## config.mk

```make
export PLATFORM = sky130hd
export DESIGN_NAME = dotted_quad_ipv4_parser_flat
export DESIGN_NICKNAME = d
export VERILOG_FILES = /design/src/hdl/dqp_pkg.sv /design/src/hdl/dqp_if.sv /design/src/hdl/dotted_quad_ipv4_parser.sv /design/src/hdl/dqp_step.sv /design/src/flat_wrapper.sv
export SDC_FILE = /design/constraint.sdc
export NUM_CORES = 1
export LEC_CHECK = 0
export BUFFER_PORTS_ARGS = -buffer_cell sky130_fd_sc_hd__clkbuf_2
export CORE_ASPECT_RATIO = 0.6
export CORE_MARGIN = 2
export CORE_UTILIZATION = 53
export CTS_BUF_LIST = sky130_fd_sc_hd__clkbuf_8
export DETAILED_ROUTE_END_ITERATION = 8
export PLACE_DENSITY = 0.82
export SYNTH_ARGS = -nofsm -noshare
export SYNTH_HDL_FRONTEND = slang
export SYNTH_SLANG_ARGS = --single-unit
```

## constraint.sdc

```tcl
create_clock -name i_clk -period 5.41 [get_ports i_clk]
set_clock_uncertainty 0.2 [all_clocks]
set_input_delay 1.3525 -clock i_clk [delete_from_list [all_inputs] [get_ports i_clk]]
set_output_delay 1.3525 -clock i_clk [all_outputs]
set_load 0.05 [all_outputs]
```

## src/hdl/dqp_pkg.sv

```systemverilog
package dqp_pkg;

    localparam logic [7:0] CharZero = 8'h30;
    localparam logic [7:0] CharNine = 8'h39;
    localparam logic [7:0] CharDot  = 8'h2E;

    // octet accumulator saturates at this value
    localparam logic [8:0] OctetLimit = 9'd256;
    localparam logic [1:0] LastOctet  = 2'd3;

    typedef struct packed {
        logic [7:0] char_code;
        logic       string_start;
    } t_char;

    typedef struct packed {
        logic [31:0] address;
        logic        parse_ok;
    } t_result;

    typedef struct packed {
        logic [1:0]  octet_index;
        logic [8:0]  octet_accumulator;
        logic [23:0] finished_octets;
        logic        parse_active;
    } t_state;

endpackage

```

## src/hdl/dqp_if.sv

```systemverilog
interface dqp_char_if;
    logic                 valid;
    logic                 ready;
    dqp_pkg::t_char       data;

    modport source (output valid, output data, input ready);
    modport sink   (input valid, input data, output ready);
endinterface

interface dqp_result_if;
    logic                 valid;
    logic                 ready;
    dqp_pkg::t_result     data;

    modport source (output valid, output data, input ready);
    modport sink   (input valid, input data, output ready);
endinterface

```

## src/hdl/dotted_quad_ipv4_parser.sv

```systemverilog
// Dotted-decimal IPv4 parser: takes one ASCII character per transaction on
// i_char, with string_start set on the first character of each string, and
// gives one transaction on o_result per string once it ends, either the
// address (first octet in bits 31 to 24) with parse_ok set, or zero with
// parse_ok clear on a bad character or an octet above 255. Characters before
// the first start, or after a string has given its result, are taken and
// dropped; a string cut short by a new start gives no result. One character
// is taken every cycle unless the input register holds back; a result goes
// into the result register driving o_result once its last character has left
// the input register. The input register only holds back when it carries a
// result-producing character while the output register is still full and
// stalled, so one more character is always taken behind a waiting result.
module dotted_quad_ipv4_parser (
    input  logic                i_clk,
    input  logic                i_rst_n,
    dqp_char_if.sink            i_char,
    dqp_result_if.source        o_result
);

    // input register
    logic                r_in_valid;
    dqp_pkg::t_char      r_in_data;

    // parser state
    dqp_pkg::t_state     r_state;
    dqp_pkg::t_state     n_state;

    // result register
    logic                r_out_valid;
    dqp_pkg::t_result    r_out_data;

    logic                step_emit;
    dqp_pkg::t_result    step_result;
    logic                out_free;
    logic                in_advance;
    logic                in_take;

    dqp_step u_step (
        .i_state  (r_state),
        .i_char   (r_in_data),
        .o_state  (n_state),
        .o_emit   (step_emit),
        .o_result (step_result)
    );

    // the output slot is free when empty or being read this cycle
    assign out_free   = !r_out_valid || o_result.ready;
    // characters that give no result never wait for the output side
    assign in_advance = r_in_valid && (!step_emit || out_free);
    assign i_char.ready = i_rst_n && (!r_in_valid || in_advance);
    assign in_take    = i_char.valid && i_char.ready;

    always_ff @(posedge i_clk) begin
        if (!i_rst_n) begin
            r_in_valid <= 1'b0;
        end else if (in_take) begin
            r_in_valid <= 1'b1;
        end else if (in_advance) begin
            r_in_valid <= 1'b0;
        end
    end

    always_ff @(posedge i_clk) begin
        if (in_take) begin
            r_in_data <= i_char.data;
        end
    end

    // state moves on once per processed character
    always_ff @(posedge i_clk) begin
        if (!i_rst_n) begin
            r_state <= '0;
        end else if (in_advance) begin
            r_state <= n_state;
        end
    end

    always_ff @(posedge i_clk) begin
        if (!i_rst_n) begin
            r_out_valid <= 1'b0;
        end else if (in_advance && step_emit) begin
            r_out_valid <= 1'b1;
        end else if (o_result.ready) begin
            r_out_valid <= 1'b0;
        end
    end

    always_ff @(posedge i_clk) begin
        if (in_advance && step_emit) begin
            r_out_data <= step_result;
        end
    end

    assign o_result.valid = r_out_valid;
    assign o_result.data  = r_out_data;

endmodule

```

## src/hdl/dqp_step.sv

```systemverilog
module dqp_step (
    input  dqp_pkg::t_state  i_state,
    input  dqp_pkg::t_char   i_char,
    output dqp_pkg::t_state  o_state,
    output logic             o_emit,
    output dqp_pkg::t_result o_result
);

    dqp_pkg::t_state s;
    logic [11:0]     times_ten;
    logic [11:0]     digit_sum;
    logic            is_digit;

    always_comb begin
        s = i_state;
        if (i_char.string_start) begin
            s = '0;
            s.parse_active = 1'b1;
        end

        is_digit  = i_char.char_code inside {[dqp_pkg::CharZero:dqp_pkg::CharNine]};
        // acc * 10 as two shifts
        times_ten = {s.octet_accumulator, 3'b000} + {2'b00, s.octet_accumulator, 1'b0};
        digit_sum = times_ten + {8'd0, i_char.char_code[3:0]};

        o_state  = s;
        o_emit   = 1'b0;
        o_result = '0;

        if (s.parse_active) begin
            if (is_digit) begin
                o_state.octet_accumulator = (digit_sum >= {3'b000, dqp_pkg::OctetLimit})
                                          ? dqp_pkg::OctetLimit : digit_sum[8:0];
            end else if (s.octet_index != dqp_pkg::LastOctet
                         && i_char.char_code == dqp_pkg::CharDot) begin
                if (s.octet_accumulator[8]) begin
                    o_emit = 1'b1;
                end else begin
                    o_state.finished_octets   = {s.finished_octets[15:0],
                                                 s.octet_accumulator[7:0]};
                    o_state.octet_index       = s.octet_index + 2'd1;
                    o_state.octet_accumulator = '0;
                end
            end else if (s.octet_index == dqp_pkg::LastOctet) begin
                o_emit = 1'b1;
                if (!s.octet_accumulator[8]) begin
                    o_result.address  = {s.finished_octets, s.octet_accumulator[7:0]};
                    o_result.parse_ok = 1'b1;
                end
            end else begin
                // bad character in the first three octets
                o_emit = 1'b1;
            end
        end

        if (o_emit) begin
            o_state.parse_active = 1'b0;
        end
    end

endmodule

```

## src/flat_wrapper.sv

```systemverilog
// flat-port wrapper written by rule: the top's interface ports become plain ports
module dotted_quad_ipv4_parser_flat 
  (i_clk, i_rst_n, i_char_valid, i_char_data, i_char_ready, o_result_valid, o_result_data, o_result_ready);
  dqp_char_if i_char_i ();
  dqp_result_if o_result_i ();
  input  logic i_clk;
  input  logic i_rst_n;
  input wire logic [$bits(i_char_i.valid)-1:0] i_char_valid;
  input wire logic [$bits(i_char_i.data)-1:0] i_char_data;
  output wire logic [$bits(i_char_i.ready)-1:0] i_char_ready;
  output wire logic [$bits(o_result_i.valid)-1:0] o_result_valid;
  output wire logic [$bits(o_result_i.data)-1:0] o_result_data;
  input wire logic [$bits(o_result_i.ready)-1:0] o_result_ready;
  assign i_char_i.valid = i_char_valid;
  assign i_char_i.data = i_char_data;
  assign i_char_ready = i_char_i.ready;
  assign o_result_valid = o_result_i.valid;
  assign o_result_data = o_result_i.data;
  assign o_result_i.ready = o_result_ready;
  dotted_quad_ipv4_parser u_core (.i_clk(i_clk), .i_rst_n(i_rst_n), .i_char(i_char_i), .o_result(o_result_i));
endmodule
```

==> results.toml <==
[placement]
place_area_sq_mm = 0.00410
io_buffers = 47
dp_hpwl_mm = 5.74
dp_cells = 460
gp_congestion = 0.891

[timing]
tns_ps = 0
rsz0062_at_grt = "no"
worst_hold_slack_ps = 273
slew_viol_final = 0
finalCriticalPeriod_ps = 4350
worst_pin_slew_ps = 1170
hold_violations = 0
fmaxAchievable_ghz = 0.230
setup_viol = 0
max_slew_margin_pct = 21.6
post-route-period-util_pct = 80.5

[route]
vias = 2790
wl_met3_microns = 688
drtIter0Drc = 183
top_layer = "met4"
drtPass1Iterations = 4
wl_met2_mm = 3.44
via_per_inst = 5.86
wl_met1_mm = 3.78
antenna_left = 0
routedWlPerCell_microns = 16.7
totalWireLength_mm = 7.95
drt_drc_violations_left = 0

[critical_path]
endpoint_kind = "output pin"
critPathKind = "reg -> out"
crit_buf_inv = 1
cp_slowest_cell = "edfxtp_1"
worst-path-max-fanout = 22
crit_family = "simple AND/OR/NAND/NOR gates"
worst_setup_path_start_kind = "flip-flop"
cp.required_ps = 3860
crit_arrival_ps = 2800
cp_cell_sequence = "nand2b_1, a32oi_4, nor2b_1, nor3_1, nor2b_1, clkbuf_2"
slowest_delay_ps = 820
critical_path.most_common_cell = "nor2b_1"

[cts]
clockRootBuffer = "clkbuf_8"
cts_setup_buffers = 0
htreeDepth = 3
postCtsHoldBufs = 0
numCtsBuffers = 9
clock_path_buffers = 2
cts.clk_slew.worst_paths_ps = 70
cts_tree = "done"
clk_latency_ps = 360
cts.sinks = 80
cts_resized = 0

[die]
initial_core_util_pct = 55.9
fp-row-count = 23
dieArea_sq_mm = 0.00791
die_x_microns = 114
die_h_microns = 69.7
core_area_sq_mm = 0.00682
io_pins = 48

[cells_and_area]
multiInputGateArea_sq_mm = 0.00167
diodes = 0
synthToLayoutAreaGrowth_pct = 12.9
fin_area_sq_mm = 0.00431
final-seq-area_sq_mm = 0.00202
fin_cells = 476
drive_gt1_share_pct = 20.6
fin_nets = 416
fillers = 541

[power]
switching_share_pct = 24.8
p_leak_nw = 1.78
p_int_mw = 0.922
max-vdd-ir-drop_mv = 0.222
powerDensity_mw_per_mm2 = 285
seq_power_share_pct = 54.1
p_sw_mw = 0.304
combinationalPowerShare_pct = 9.2
power.total_mw = 1.23
power.clock.fraction_pct = 36.6

[logic_synthesis]
synth_area_per_cell_sq_um = 11.3
synth_edf_count = 42
synthAdderAreaFrac_pct = 6.43
synth.net_count = 370
ys_types = 56
async_flop_share_pct = 0
synth_top_family_by_area = "compound AO/OA/AOI/OAI gates"
synth_cells = 338
syn_area_sq_mm = 0.00381
ys_seq_area_share_pct = 53.0
synth_compound_area_share_pct = 20.7
synth.area.mux_share_pct = 0
synth-xor-area-share_pct = 1.15
yosysWarnings = 0
yosys.area_share.simple_pct = 15.4
synth-seq-cells = 80
ys.flop_type = "edfxtp_1"

[global_route]
grt_pass1_vias = 2642
grt_start_max_net_pins = 34
antenna_found_initial = 0
grt_pass1_wl_mm = 13.3
grt_overflow = 0
grt.total_usage_pct = 21.5

[job]
maxCapViolCount = 0

[run_status]
status = "finished clean"

[worst_hold_path]
hold_class = "reg -> reg"
[worst register-to-register path, delay by kind of cell (launching register included)]
kind	cells	cell delay (ps)
AND/OR/NAND/NOR	4	910
buffers and inverters	2	170
flip-flops	1	820
AO/OA/AOI/OAI	3	880
adder cells (fa/ha/maj)	3	880
[synthesized netlist by cell type (all sizes together) (2+ instances only)]
cell,count,area (sq um)
a22o,16,140
o21a,3,22.5
and2,27,169
nand3,2,10.0
o221ai,2,17.5
o211ai,4,30.0
edfxtp,42,1260
nor2b,4,25.0
a31oi,2,27.5
nor2,24,92.6
o21ai,28,193
inv,15,56.3
clkbuf,6,22.5
and3,2,12.5
dfxtp,38,761
a32oi,3,45.1
o22ai,4,25.0
nor3,4,25.0
a211oi,2,15.0
nand2,14,52.6
nand4,3,18.8
ha,18,225
a21o,4,30.0
a21oi,15,75.1
o2111ai,5,43.8
nand2b,16,100
buf,7,45.0
o211a,5,50.1
nand3b,3,22.5
xnor2,4,35.0
[cells by family (layout without fill, tap and decap cells)]
logic type | after synthesis | count (layout)
AND/OR/NAND/NOR | 104 | 104
AO/OA/AOI/OAI | 102 | 102
flip-flops | 80 | 80
buffers and inverters | 28 | 79
adder cells (fa/ha/maj) | 19 | 19
XOR/XNOR | 5 | 5
[registers in the layout, summed over array words and instances, names as in the netlist]
name	cells
u_core.r_in_data	9
u_core.r_state	36
u_core.o_result.valid	1
u_core.o_result.data	33
u_core.r_in_valid	1
[placed cells by master, fill, tap and decap left out, types with 11 or more instances in the layout]
cell type and n:
dfxtp_1 38, nand2_1 14, nand2b_1 16, a22o_1 16, nor2_1 22, edfxtp_1 42
ha_1 18, and2_1 27, a21oi_1 15, clkbuf_2 47, clkbuf_8 11, o21ai_0 15
inv_1 15
[cell type report]
type,count,share of cell area [%]
flip-flops and latches,80,46.9
multi-input cells,230,38.8
repair buffers,48,5.64
clock buffers,11,3.52
well taps,87,2.53
inverters,15,1.31
clock inverters,5,1.25
[per-layer routing]
metal  track usage [%]  up-vias
met1              32.1     1331
met5                 0        -
li1                  -     1346
met2              30.6      109
met4              3.66        0
met3              7.43        4
[through the flow]
| step | util, % | worst slack (ps) |
|---|---|---|
| finish | 63.1 | 1060 |
| global route | 63.1 | 815 |
| CTS | 63.1 | 1070 |
| detailed placement | 60.1 | 1480 |
| global placement | 60.1 | 1550 |
| floorplan | - | 1270 |
[final timing paths]
| check | slack, ps | cells after the start | start | to |
|---|---|---|---|---|
| max | 1060 | 6 | u_core.r_in_data[0] | i_char_ready |
| min | 270 | 1 | u_core.r_state[20] | u_core.r_state[20] |
| max reg2reg | 1440 | 12 | u_core.r_in_data[0] | u_core.r_state[33] |
| min reg2reg | 270 | 1 | u_core.r_state[20] | u_core.r_state[20] |
[power by group through the flow]
stage,logic (mW),clock network (mW),registers (mW)
after global placement,0.110,0,0.676
after CTS,0.113,0.453,0.663
after global routing,0.124,0.483,0.665
after floorplan,0.0608,0,0.700
final,0.113,0.449,0.663
after detailed placement,0.112,0,0.677
(Power assumes the default switching activity.)
